File: src/hw/rtl/rqs_pkg.sv
`default_nettype none

package rqs_pkg;

  // Queue geometry
  localparam int QUEUE_DEPTH = 32;
  localparam int ID_WIDTH    = 8;
  localparam int PTR_W       = $clog2(QUEUE_DEPTH);
  localparam int CNT_W       = $clog2(QUEUE_DEPTH + 1);

  // Field widths
  localparam int PRI_W       = 7;
  localparam int RND_W       = 31;
  localparam int MODE_W      = 2;
  localparam int AGE_W       = 16;
  localparam int SCNT_W      = 17;
  localparam int STAT_W      = 2;
  localparam int MOD_CNT_W   = $clog2(RND_W);

  // Stream packing
  localparam int IN_FIELDS_W  = ID_WIDTH + PRI_W + RND_W;
  localparam int IN_DATA_W    = ((IN_FIELDS_W + 7) / 8) * 8;
  localparam int OUT_FIELDS_W = ID_WIDTH + PRI_W;
  localparam int OUT_DATA_W   = ((OUT_FIELDS_W + 7) / 8) * 8;

  // Configuration port
  localparam int CFG_IDX_W  = 2;
  localparam int CFG_DATA_W = 16;
  localparam logic [CFG_IDX_W-1:0] CFG_SCHED_MODE  = 2'd0;
  localparam logic [CFG_IDX_W-1:0] CFG_AGING_LIMIT = 2'd1;
  localparam logic [CFG_IDX_W-1:0] CFG_BOOST_PRI   = 2'd2;

  localparam logic [AGE_W-1:0] AGING_LIMIT_RST = 16'd2000;
  localparam logic [PRI_W-1:0] BOOST_PRI_RST   = 7'd50;

  // Codes
  localparam logic [MODE_W-1:0] MODE_FIFO     = 2'd0;
  localparam logic [MODE_W-1:0] MODE_RANDOM   = 2'd1;
  localparam logic [MODE_W-1:0] MODE_PRIORITY = 2'd2;

  localparam logic OP_ENQUEUE  = 1'b0;
  localparam logic OP_SCHEDULE = 1'b1;

  typedef enum logic [STAT_W-1:0] {
    ST_ENQUEUED = 2'd0,
    ST_PICKED   = 2'd1,
    ST_EMPTY    = 2'd2,
    ST_FULL     = 2'd3
  } status_t;

  // Modulo unit handshake
  typedef struct packed {
    logic             start;
    logic [RND_W-1:0] dividend;
    logic [CNT_W-1:0] divisor;
  } mod_req_t;

  typedef struct packed {
    logic             done;
    logic [PTR_W-1:0] rem;
  } mod_rsp_t;

  // Ring pointer plus offset (offset no larger than the depth)
  function automatic logic [PTR_W-1:0] add_wrap(input logic [PTR_W-1:0] a,
                                                input logic [CNT_W-1:0] b);
    logic [CNT_W:0] s;
    s = (CNT_W+1)'(a) + (CNT_W+1)'(b);
    if (s >= (CNT_W+1)'(QUEUE_DEPTH)) begin
      s = s - (CNT_W+1)'(QUEUE_DEPTH);
    end
    return PTR_W'(s);
  endfunction

  function automatic logic [PTR_W-1:0] inc_wrap(input logic [PTR_W-1:0] a);
    return add_wrap(a, CNT_W'(1));
  endfunction

endpackage

`default_nettype wire

File: src/hw/rtl/rqs_ram.sv
`default_nettype none

module rqs_ram #(
  parameter int WIDTH = 8,
  parameter int DEPTH = 32,
  localparam int AW = $clog2(DEPTH)
) (
  input  wire logic             clk,
  input  wire logic             we,
  input  wire logic [AW-1:0]    waddr,
  input  wire logic [WIDTH-1:0] wdata,
  input  wire logic [AW-1:0]    raddr,
  output logic      [WIDTH-1:0] rdata
);

  logic [WIDTH-1:0] mem [DEPTH];
  logic [WIDTH-1:0] rdata_r;

  always_ff @(posedge clk) begin
    if (we) begin
      mem[waddr] <= wdata;
    end
    rdata_r <= mem[raddr];
  end

  assign rdata = rdata_r;

endmodule

`default_nettype wire

File: src/hw/rtl/rqs_mod.sv
`default_nettype none

module rqs_mod
  import rqs_pkg::*;
(
  input  wire logic     clk,
  input  wire logic     rst_n,
  input  wire mod_req_t req,
  output mod_rsp_t      rsp
);

  // Restoring remainder, one dividend bit a cycle
  logic                 busy_r, busy_nxt;
  logic                 done_r, done_nxt;
  logic [MOD_CNT_W-1:0] bit_r, bit_nxt;
  logic [RND_W-1:0]     dvd_r, dvd_nxt;
  logic [CNT_W-1:0]     dvs_r, dvs_nxt;
  logic [CNT_W-1:0]     rem_r, rem_nxt;
  logic [CNT_W:0]       trial;

  assign trial = {rem_r, dvd_r[RND_W-1]};

  always_comb begin
    busy_nxt = busy_r;
    done_nxt = 1'b0;
    bit_nxt  = bit_r;
    dvd_nxt  = dvd_r;
    dvs_nxt  = dvs_r;
    rem_nxt  = rem_r;
    if (req.start) begin
      busy_nxt = 1'b1;
      bit_nxt  = MOD_CNT_W'(RND_W - 1);
      dvd_nxt  = req.dividend;
      dvs_nxt  = req.divisor;
      rem_nxt  = '0;
    end else if (busy_r) begin
      if (trial >= {1'b0, dvs_r}) begin
        rem_nxt = CNT_W'(trial - {1'b0, dvs_r});
      end else begin
        rem_nxt = CNT_W'(trial);
      end
      dvd_nxt = {dvd_r[RND_W-2:0], 1'b0};
      if (bit_r == '0) begin
        busy_nxt = 1'b0;
        done_nxt = 1'b1;
      end else begin
        bit_nxt = bit_r - 1'b1;
      end
    end
  end

  always_ff @(posedge clk) begin
    if (!rst_n) begin
      busy_r <= 1'b0;
      done_r <= 1'b0;
    end else begin
      busy_r <= busy_nxt;
      done_r <= done_nxt;
    end
    bit_r <= bit_nxt;
    dvd_r <= dvd_nxt;
    dvs_r <= dvs_nxt;
    rem_r <= rem_nxt;
  end

  assign rsp.done = done_r;
  assign rsp.rem  = PTR_W'(rem_r);

endmodule

`default_nettype wire

File: src/hw/rtl/run_queue_priority_scheduler.sv
`default_nettype none

// Channel  Direction  Handshake               Payload
// in_      slave      in_tvalid / in_tready   tuser: opcode; tdata: task id, priority, draw
// out_     master     out_tvalid / out_tready tuser: status; tdata: picked id, priority
// cfg_     write      cfg_we                  cfg_index, cfg_data
//
// One item is in flight at a time; the next is taken while a result waits in the output
// register. Enqueue, empty and full answers pass through the result state. A FIFO pick
// rotates at once; a random pick first waits for the remainder unit, a priority pick first
// scans every entry of the queue, and when aging fires every entry is first boosted and
// the head is taken; entries that lie in front of the chosen one move to the tail first.
// Each memory's single read port sets the one-entry-a-cycle pace of scan and rotation.
// Reset is synchronous and clears head, fill and schedule counts, not the queue memories;
// configuration returns to defaults. A stalled output holds the finished pick until taken.

module run_queue_priority_scheduler
  import rqs_pkg::*;
(
  input  wire logic                  clk,
  input  wire logic                  rst_n,
  // input items
  input  wire logic                  in_tvalid,
  output logic                       in_tready,
  input  wire logic [IN_DATA_W-1:0]  in_tdata,   // task_id, task_priority, random_value
  input  wire logic                  in_tuser,   // opcode
  // results
  output logic                       out_tvalid,
  input  wire logic                  out_tready,
  output logic      [OUT_DATA_W-1:0] out_tdata,  // picked_task, picked_priority
  output logic      [STAT_W-1:0]     out_tuser,  // status
  // configuration
  input  wire logic                  cfg_we,
  input  wire logic [CFG_IDX_W-1:0]  cfg_index,
  input  wire logic [CFG_DATA_W-1:0] cfg_data
);

  typedef enum logic [2:0] {
    S_IDLE,
    S_MOD,
    S_SCAN,
    S_BOOST,
    S_ROT,
    S_PICK,
    S_RES
  } state_t;

  state_t              state_r, state_nxt;
  logic [PTR_W-1:0]    head_r, head_nxt;
  logic [CNT_W-1:0]    count_r, count_nxt;
  logic [SCNT_W-1:0]   sched_cnt_r, sched_cnt_nxt;
  logic [PTR_W-1:0]    k_r, k_nxt;
  logic [CNT_W-1:0]    idx_r, idx_nxt;
  logic [CNT_W-1:0]    rcv_r, rcv_nxt;
  logic                pend_r, pend_nxt;
  logic [PTR_W-1:0]    rd_ptr_r, rd_ptr_nxt;
  logic [PTR_W-1:0]    wr_ptr_r, wr_ptr_nxt;
  logic [PRI_W-1:0]    best_r, best_nxt;
  status_t             stat_r, stat_nxt;
  logic                out_tvalid_r, out_tvalid_nxt;
  logic [OUT_DATA_W-1:0] out_tdata_r, out_tdata_nxt;
  status_t             out_tuser_r, out_tuser_nxt;

  logic [MODE_W-1:0]   mode_r;
  logic [AGE_W-1:0]    age_lim_r;
  logic [PRI_W-1:0]    boost_r;

  logic                mem_we_id, mem_we_pri;
  logic [PTR_W-1:0]    mem_waddr;
  logic [ID_WIDTH-1:0] mem_wid, id_rdata;
  logic [PRI_W-1:0]    mem_wpri, pri_rdata;

  mod_req_t            mod_req;
  mod_rsp_t            mod_rsp;

  logic [ID_WIDTH-1:0] in_id;
  logic [PRI_W-1:0]    in_pri;
  logic [RND_W-1:0]    in_rnd;
  logic                in_acc, out_free, go_rot;
  logic [PTR_W-1:0]    tail;
  logic [SCNT_W-1:0]   cnt_inc;

  assign in_id    = in_tdata[ID_WIDTH-1:0];
  assign in_pri   = in_tdata[ID_WIDTH +: PRI_W];
  assign in_rnd   = in_tdata[ID_WIDTH+PRI_W +: RND_W];
  assign in_tready = (state_r == S_IDLE);
  assign in_acc   = in_tvalid && in_tready;
  assign out_free = !out_tvalid_r || out_tready;
  assign tail     = add_wrap(head_r, count_r);
  assign cnt_inc  = sched_cnt_r + 1'b1;

  rqs_ram #(.WIDTH(ID_WIDTH), .DEPTH(QUEUE_DEPTH)) u_id_ram (
    .clk   (clk),
    .we    (mem_we_id),
    .waddr (mem_waddr),
    .wdata (mem_wid),
    .raddr (rd_ptr_r),
    .rdata (id_rdata)
  );

  rqs_ram #(.WIDTH(PRI_W), .DEPTH(QUEUE_DEPTH)) u_pri_ram (
    .clk   (clk),
    .we    (mem_we_pri),
    .waddr (mem_waddr),
    .wdata (mem_wpri),
    .raddr (rd_ptr_r),
    .rdata (pri_rdata)
  );

  rqs_mod u_mod (
    .clk   (clk),
    .rst_n (rst_n),
    .req   (mod_req),
    .rsp   (mod_rsp)
  );

  always_comb begin
    state_nxt      = state_r;
    head_nxt       = head_r;
    count_nxt      = count_r;
    sched_cnt_nxt  = sched_cnt_r;
    k_nxt          = k_r;
    idx_nxt        = idx_r;
    rcv_nxt        = rcv_r;
    pend_nxt       = pend_r;
    rd_ptr_nxt     = rd_ptr_r;
    wr_ptr_nxt     = wr_ptr_r;
    best_nxt       = best_r;
    stat_nxt       = stat_r;
    out_tvalid_nxt = out_tvalid_r && !out_tready;
    out_tdata_nxt  = out_tdata_r;
    out_tuser_nxt  = out_tuser_r;
    go_rot         = 1'b0;

    // Default write path copies the entry just read (rotation)
    mem_we_id  = 1'b0;
    mem_we_pri = 1'b0;
    mem_waddr  = wr_ptr_r;
    mem_wid    = id_rdata;
    mem_wpri   = pri_rdata;

    mod_req.start    = 1'b0;
    mod_req.dividend = in_rnd;
    mod_req.divisor  = count_r;

    case (state_r)
      S_IDLE: begin
        if (in_acc) begin
          if (in_tuser == OP_ENQUEUE) begin
            if (count_r == CNT_W'(QUEUE_DEPTH)) begin
              stat_nxt = ST_FULL;
            end else begin
              // Append at the tail
              mem_we_id  = 1'b1;
              mem_we_pri = 1'b1;
              mem_waddr  = tail;
              mem_wid    = in_id;
              mem_wpri   = in_pri;
              count_nxt  = count_r + 1'b1;
              stat_nxt   = ST_ENQUEUED;
            end
            state_nxt = S_RES;
          end else if (count_r == '0) begin
            stat_nxt  = ST_EMPTY;
            state_nxt = S_RES;
          end else begin
            case (mode_r)
              MODE_RANDOM: begin
                mod_req.start = 1'b1;
                state_nxt     = S_MOD;
              end
              MODE_PRIORITY: begin
                if (cnt_inc > SCNT_W'(age_lim_r)) begin
                  // Aging fires: boost every entry, then take the head
                  sched_cnt_nxt = '0;
                  wr_ptr_nxt    = head_r;
                  idx_nxt       = '0;
                  state_nxt     = S_BOOST;
                end else begin
                  sched_cnt_nxt = cnt_inc;
                  rd_ptr_nxt    = head_r;
                  idx_nxt       = '0;
                  rcv_nxt       = '0;
                  pend_nxt      = 1'b0;
                  state_nxt     = S_SCAN;
                end
              end
              default: begin
                k_nxt  = '0;
                go_rot = 1'b1;
              end
            endcase
          end
        end
      end

      S_MOD: begin
        if (mod_rsp.done) begin
          k_nxt  = mod_rsp.rem;
          go_rot = 1'b1;
        end
      end

      S_SCAN: begin
        // Issue one read a cycle, compare each entry as the registered memory read returns it
        pend_nxt = 1'b0;
        if (idx_r < count_r) begin
          rd_ptr_nxt = inc_wrap(rd_ptr_r);
          idx_nxt    = idx_r + 1'b1;
          pend_nxt   = 1'b1;
        end
        if (pend_r) begin
          rcv_nxt = rcv_r + 1'b1;
          // Strict greater keeps the first of equal priorities
          if (rcv_r == '0 || pri_rdata > best_r) begin
            best_nxt = pri_rdata;
            k_nxt    = PTR_W'(rcv_r);
          end
          if (rcv_r == count_r - 1'b1) begin
            go_rot = 1'b1;
          end
        end
      end

      S_BOOST: begin
        mem_we_pri = 1'b1;
        mem_wpri   = boost_r;
        wr_ptr_nxt = inc_wrap(wr_ptr_r);
        idx_nxt    = idx_r + 1'b1;
        if (idx_r == count_r - 1'b1) begin
          k_nxt  = '0;
          go_rot = 1'b1;
        end
      end

      S_ROT: begin
        // Move the k entries ahead of the chosen one from head to tail
        pend_nxt = 1'b0;
        if (idx_r != CNT_W'(k_r)) begin
          rd_ptr_nxt = inc_wrap(rd_ptr_r);
          idx_nxt    = idx_r + 1'b1;
          pend_nxt   = 1'b1;
        end
        if (pend_r) begin
          mem_we_id  = 1'b1;
          mem_we_pri = 1'b1;
          wr_ptr_nxt = inc_wrap(wr_ptr_r);
        end
        // Read pointer now rests on the chosen entry
        if (idx_r == CNT_W'(k_r) && !pend_r) begin
          state_nxt = S_PICK;
        end
      end

      S_PICK: begin
        if (out_free) begin
          out_tvalid_nxt = 1'b1;
          out_tuser_nxt  = ST_PICKED;
          out_tdata_nxt  = OUT_DATA_W'({pri_rdata, id_rdata});
          head_nxt       = inc_wrap(rd_ptr_r);
          count_nxt      = count_r - 1'b1;
          state_nxt      = S_IDLE;
        end
      end

      S_RES: begin
        if (out_free) begin
          out_tvalid_nxt = 1'b1;
          out_tuser_nxt  = stat_r;
          out_tdata_nxt  = '0;
          state_nxt      = S_IDLE;
        end
      end

      default: begin
        state_nxt = S_IDLE;
      end
    endcase

    if (go_rot) begin
      rd_ptr_nxt = head_r;
      wr_ptr_nxt = tail;
      idx_nxt    = '0;
      pend_nxt   = 1'b0;
      state_nxt  = S_ROT;
    end
  end

  always_ff @(posedge clk) begin
    if (!rst_n) begin
      state_r      <= S_IDLE;
      head_r       <= '0;
      count_r      <= '0;
      sched_cnt_r  <= '0;
      pend_r       <= 1'b0;
      out_tvalid_r <= 1'b0;
      mode_r       <= MODE_FIFO;
      age_lim_r    <= AGING_LIMIT_RST;
      boost_r      <= BOOST_PRI_RST;
    end else begin
      state_r      <= state_nxt;
      head_r       <= head_nxt;
      count_r      <= count_nxt;
      sched_cnt_r  <= sched_cnt_nxt;
      pend_r       <= pend_nxt;
      out_tvalid_r <= out_tvalid_nxt;
      if (cfg_we) begin
        case (cfg_index)
          CFG_SCHED_MODE:  mode_r    <= cfg_data[MODE_W-1:0];
          CFG_AGING_LIMIT: age_lim_r <= cfg_data[AGE_W-1:0];
          CFG_BOOST_PRI:   boost_r   <= cfg_data[PRI_W-1:0];
          default: ;
        endcase
      end
    end
    k_r         <= k_nxt;
    idx_r       <= idx_nxt;
    rcv_r       <= rcv_nxt;
    rd_ptr_r    <= rd_ptr_nxt;
    wr_ptr_r    <= wr_ptr_nxt;
    best_r      <= best_nxt;
    stat_r      <= stat_nxt;
    out_tdata_r <= out_tdata_nxt;
    out_tuser_r <= out_tuser_nxt;
  end

  assign out_tvalid = out_tvalid_r;
  assign out_tdata  = out_tdata_r;
  assign out_tuser  = out_tuser_r;

endmodule

`default_nettype wire
File: config.mk
export PLATFORM = sky130hd
export DESIGN_NAME = run_queue_priority_scheduler
export DESIGN_NICKNAME = d
export VERILOG_FILES = /design/src/hw/rtl/rqs_pkg.sv /design/src/hw/rtl/rqs_ram.sv /design/src/hw/rtl/rqs_mod.sv /design/src/hw/rtl/run_queue_priority_scheduler.sv
export SDC_FILE = /design/constraint.sdc
export NUM_CORES = 1
export LEC_CHECK = 0
export ABC_AREA = 0
export BUFFER_PORTS_ARGS = -buffer_cell sky130_fd_sc_hd__buf_2
export CORE_MARGIN = 8
export CORE_UTILIZATION = 50
export DETAILED_ROUTE_END_ITERATION = 6
export PLACE_DENSITY_LB_ADDON = 0.1
export SYNTH_ARGS = -nofsm -noshare
export SYNTH_HDL_FRONTEND = slang
export SYNTH_SLANG_ARGS = --single-unit
File: constraint.sdc
create_clock -name clk -period 4.95 [get_ports clk]
set_input_delay 0.99 -clock clk [delete_from_list [all_inputs] [get_ports clk]]
set_output_delay 0.99 -clock clk [all_outputs]
set_load 0.01 [all_outputs]
Yosys cells after proc, flatten, opt, wreduce, memory -nomap -nowiden

Memory sizes are Yosys's and may differ from the RTL's. A register that Yosys moved wholly into a read port is not among the register bits.
Index checks and enable logic that the tools add are counted.

Memory bits (read-only): 0
Register bits after elaboration: 162
RAM bits: 480
Memories kept: 2
Input port bits: 72
Bits in latches: 0
Logic and storage cells: 265

Divide/modulo/power cells: 0
Shift-type cells: 0
$add $sub $neg: 13
Reduce and logical (&&, ||, !) cells: 45
Mux-type cells: 120
Bitwise logic cells: 5
Equality and inequality tests: 48
Multiply operators: 0
Order comparisons: 7

Memories:

| name          | depth | bits a word | read ports | clocked after Yosys merged registers in | wr ports | line          | text |
|---|---|---|---|---|---|---|---|
| u_id_ram.mem  | 32    | 8           | 1          | 1                                       | 1        | rqs_ram.sv:16 | `logic [WIDTH-1:0] mem [DEPTH];` |
| u_pri_ram.mem | 32    | 7           | 1          | 1                                       | 1        | rqs_ram.sv:16 |  |

Operator list:

| cell                  | number |
|---|---|
| $mux 5                | 30 |
| $mux 6                | 17 |
| $mux 31               | 2 |
| $mux 1                | 35 |
| $mux 16               | 2 |
| $mux 8                | 4 |
| $pmux 16 s2           | 1 |
| $pmux 5 s3            | 2 |
| $ne 2x2->1 const B    | 13 |
| $pmux 6 s2            | 2 |
| $pmux 6 s4            | 1 |
| $mux 7                | 3 |
| $reduce_and 7->1      | 3 |
| $pmux 5 s4            | 1 |
| $reduce_and 5->1      | 4 |
| $sub 5x1->5 const B   | 4 |
| $add 6x1->6 const B   | 3 |
| $mux 3                | 6 |
| $ne 3x3->1 const B    | 6 |
| $add 17x1->17 const B | 1 |
| $gt 17x16->1          | 1 |
| $mux 17               | 1 |
| $reduce_bool 4->1     | 4 |
| $ne 3x1->1 const B    | 5 |
| 46 further kinds      | 87 |

Logic depth before layout (Yosys ltp)

Depth in word-level cells: 9
Gate-level depth with buffers: 16
Mapped depth without buffers: 15

Cells and area by module

Synthesis repeated with hierarchy kept, for this count alone.

Cells, all modules: 1,732
Area total of the unflattened synthesis: 27,934.3 um^2

Modules (own cells, without submodules):

| module                       | times used | cells an instance | area an instance (um^2) | sequential area each (um^2) |
|---|---|---|---|---|
| rqs_ram at u_id_ram          | 1          | 417               | 10,053.4                | 7,847.5 |
| rqs_ram at u_pri_ram         | 1          | 370               | 8,833.5                 | 6,866.6 |
| run_queue_priority_scheduler | 1          | 775               | 6,716.4                 | 2,692.6 |
| rqs_mod                      | 1          | 170               | 2,331.0                 | 1,371.3 |

Worst setup path after synthesis

Ideal clock, no wire load.

Kind: register to register
Start: reg sched_cnt_r[6]
End: reg rd_ptr_r[0] (enable)
Slack: 1.183 ns
Period minus slack after synthesis: 3.767 ns
Stages on the path, launching flop included: 15
Arrival: 3.407 ns
Required time: 4.590 ns
Cells stage by stage: dfxtp_1 nand3_1 or4_1 clkbuf_1 nor2b_1 xnor2_1 ha_1 nand2_1 or2_2 nor3_1 a31oi_1 a21oi_1 clkbuf_1 nand4_1 a31oi_1

Longest elaborated chain between the ends: 4

RTL lines:

| item                       | line                                | text |
|---|---|---|
| start, declared            | run_queue_priority_scheduler.sv:51  | `logic [SCNT_W-1:0] sched_cnt_r, sched_cnt_nxt;` |
| start signal, assigned     | run_queue_priority_scheduler.sv:304 | `sched_cnt_r <= sched_cnt_nxt;` |
| $add 17x1->17              | run_queue_priority_scheduler.sv:90  | `assign cnt_inc = sched_cnt_r + 1'b1;` |
| $gt 17x16->1               | run_queue_priority_scheduler.sv:173 | `if (cnt_inc > SCNT_W'(age_lim_r)) begin` |
| $ne 3x3->1 (no line)       | -                                   |  |
| $reduce_and 8->1 (no line) | -                                   |  |
| end signal, assigned       | run_queue_priority_scheduler.sv:319 | `rd_ptr_r <= rd_ptr_nxt;` |
| end, declared              | run_queue_priority_scheduler.sv:56  | `logic [PTR_W-1:0] rd_ptr_r, rd_ptr_nxt;` |

No other way between the ends.
A chain may end at the register's enable or synchronous reset.

Worst setup path in the final report

Start: reg sched_cnt_r[0]
End: reg sched_cnt_r[3]

Longest elaborated chain between the ends: 3

RTL lines:

| item            | line |
|---|---|
| $add 17x1->17 * | run_queue_priority_scheduler.sv:90 |
| $gt 17x16->1    | run_queue_priority_scheduler.sv:173 |
| $mux 17 *       | run_queue_priority_scheduler.sv:173 |

Every way passes the cells marked *; elsewhere a longest branch is shown, timed or not.

==> impl_results.md <==
- Status: finished, final reports clean
- EDFF count, synth: around 560
- DP HPWL: ~41 mm
- Starting Density: 50.7%
- Non-Filler Instances: between 2k and 3k
- Post-synthesis net count: 1,926
- P&R area growth vs syn: 13.0%
- Critical path endpoint category: flip-flop
- Antenna violations before repair: 1
- Root Buffer: clkbuf_16
- Clk_lat worst skew: around 0.61 ns
- RSZ-0062 raised after global routing: no
- Chip width: approximately 250 um
- Final core occ: a little under three fifths
- Clock transition at the registers of the reported paths: 0.06 ns
- H-tree levels: 3
- TritonCTS Sinks: approximately 660
- Max Slew Vio Count: 0
- # DRC: 0
- Final Cycle Share: 81.9%
- Synth Flop Type: edfxtp_1
- CTS resizes: 0
- Die height: roughly 250 um
- WL final: around 63 mm
- CP Data Required Time: 5.46 ns
- Gpl congestion: 0.859
- Worst-case clock buffer depth: 3
- Max-cap violations: 0
- Layout fillers: 4,327
- Total grt overflow: 0
- Mapped Cells: roughly 1.8k
- Origin of the critical flop-to-flop path: sched_cnt_r[0]
- Measured slew at the worst slew-check pin: 1.19 ns
- Nature of the critical path startpoint: flip-flop
- I/O Pins: 92
- Post-CTS setup buffers: 0
- Aggregate global-route resource usage: 19.7%
- Yosys reg bits: 656
- CTS tree: built
- Post-Syn Area: about 28,000 um^2
- Pleak: between 10 and 15 nW
- 1st-iter DRT viols: 1,210
- Reg-to-Reg End: sched_cnt_r[3]
- Critical path arrival: 4.57 ns
- Avg Cell Area, Syn: roughly 16 um^2
- HP Start: u_pri_ram.rdata[0]
- VDD IR max: 0.342 mV
- Vias in the first global route: 15.6k
- Rows: 86
- Hold_buf cts: 0
- TritonRoute pass-1 iters: 5
- Die footprint: between 60,000 and 70,000 um^2
- Hold depth: 0
- Core ar.: approximately 55,000 um^2
- Nets: 2,046
- Final Cell Area: 31,600 um^2
- Max_slew headroom: slightly above 20%
- Worst-path fanout max: 22
- P per Cell Area: approximately 570 nW/um^2
- Yosys top cell area share: 60.5%
- First-pass GRT wire length: 96.0 mm
- Largest net degree at the start of global routing: 44
- Port bufs: 88
- Biggest area consumer among synthesized cells: edfxtp_1
- Post-route ant nets: 0
- Final Skew: about 0.021 ns
- Share of layout cells above drive strength 1: ~22%
- YS warnings: 0
- Worst Hold Path EP: best_r[0]
- Register area share after synthesis: between 60% and 70%
- FMAX: 247 MHz
- Setup WS post-layout: between 0.8 and 0.9 ns
- Pre-CTS setup slack: between 0.7 and 0.8 ns
- Number of cells on the worst reg-to-reg path: 15
- Top cells by area, synth: edfxtp_1 61%, mux4_2 12%, dfxtp_1 6.6%
- Ys async rst share: 0%
- Commonest cells in the netlist: 564 x edfxtp_1, 196 x nand2_1, 150 x mux4_2
- Most frequent cell after synthesis: edfxtp_1
- Num CTS Buffers: 71
- Final Hold Viols: 0
- Wire per inst: 23.0 um
- WS Path Type: flip-flop to flip-flop
- Setup TNS: 0 ns
- DP Cell Count: about 2.6k
- Tmin final: roughly 4 ns
- Avg Vias per Cell: 5.74
- Reg2Reg Setup Slack: 0.90 ns
- Final Setup Violations: 0
- Unique masters post-synth: 79
- HP Class: flip-flop to flip-flop
- Via count: approximately 16k
- DP Area: about 29,000 um^2
- Inserted Diodes: 0
-- logic make-up (layout without fill, tap and decap cells) --
family                     Yosys count  in the layout  share of synthesized area (%)
AOI/OAI and AO/OA                  200            200                           4.79
xor gates and xnor gates            58             58                           1.86
adders and majority gates           52             52                           2.38
buffers and inverters              161            336                           2.28
DFF                                656            656                           67.1
muxes                              196            196                           13.8
other                                1              1                         0.0134
and+or+nand+nor                    478            478                           7.75
-- power by group --
part | switching, mW | internal [mW]
Combinational | 3.03 | 2.24
Sequential | 0.411 | 7.17
Clock | 2.15 | 2.90
-- flip-flops by register name (all words and copies together) (netlist names), 7 cells and up --
register / cells
age_lim_r: 16
best_r: 7
boost_r: 7
out_tdata: 15
sched_cnt_r: 17
u_id_ram.mem: 256
u_id_ram.rdata: 8
u_mod.dvd_r: 31
u_pri_ram.mem: 224
u_pri_ram.rdata: 7
-- per-layer routing --
metal  GRT usage (%)  part of all wire, %  up-vias  routed length [um]
li1                -                    -     7131                   -
met1            26.9                   43     8001               26600
met2            33.1                   50      412               31600
met3            2.96                  4.9       88                3100
met4            4.98                  2.1        0                1290
met5               0                    0        -                   0
-- layout by cell type (no fill, tap or decap), types with 18 or more instances in the layout --
cell         n
nand2_1    196
clkbuf_1    19
mux2i_1     20
mux4_2     150
a31oi_1     21
clkbuf_16   72
nor2_1     139
ha_1        50
nand3_1     30
buf_2       88
inv_1       74
o21ai_0     33
edfxtp_1   564
a21oi_1     55
xnor2_1     45
buf_4       41
mux2_2      25
and2_1      18
dfxtp_1     92
-- through the flow --
stage / power (mW) / hold WS [ns]
2_1_floorplan: 11.2 / 0.403
3_3_place_gp: 12.9 / 0.413
3_5_place_dp: 13.0 / 0.415
4_1_cts: 18.1 / 0.428
5_1_grt: 18.7 / 0.435
6_report: 17.9 / 0.428
-- worst max-delay path by stage --
stage / start / end / cells after the start
6_report: sched_cnt_r[0] / sched_cnt_r[3] / 15
3_3_place_gp: in_tvalid / u_pri_ram.mem[14][3] / 7
2_1_floorplan: sched_cnt_r[6] / rd_ptr_r[0] / 14
3_5_place_dp: in_tvalid / u_pri_ram.mem[5][3] / 7
4_1_cts: sched_cnt_r[0] / sched_cnt_r[3] / 15
5_1_grt: sched_cnt_r[0] / sched_cnt_r[3] / 15
-- critical path, cell delays in order, from the launching register on --
cell	delay (ns)
dfxtp_1	0.43
ha_1	0.29
and3_1	0.21
nand3_1	0.19
nor2_1	0.27
nand4_1	0.18
xnor2_1	0.19
ha_1	0.28
nand2_1	0.06
or2_2	0.31
nor3_1	0.19
a31oi_1	0.12
a21oi_2	0.19
buf_4	0.31
nand3_1	0.42
o22ai_1	0.33
-- final cells by class --
| class | instances | area [um^2] | share of cell area [%] |
|---|---|---|---|
| clock buffer | 94 | 1910 | 6.05 |
| inverter | 75 | 282 | 0.890 |
| clock inverter | 34 | 302 | 0.954 |
| multi-input combinational | 985 | 8580 | 27.1 |
| sequential | 656 | 18800 | 59.4 |
| timing repair buffer | 133 | 828 | 2.62 |
| tap | 748 | 936 | 2.96 |
No activity file was read; power rests on OpenSTA's default activity.
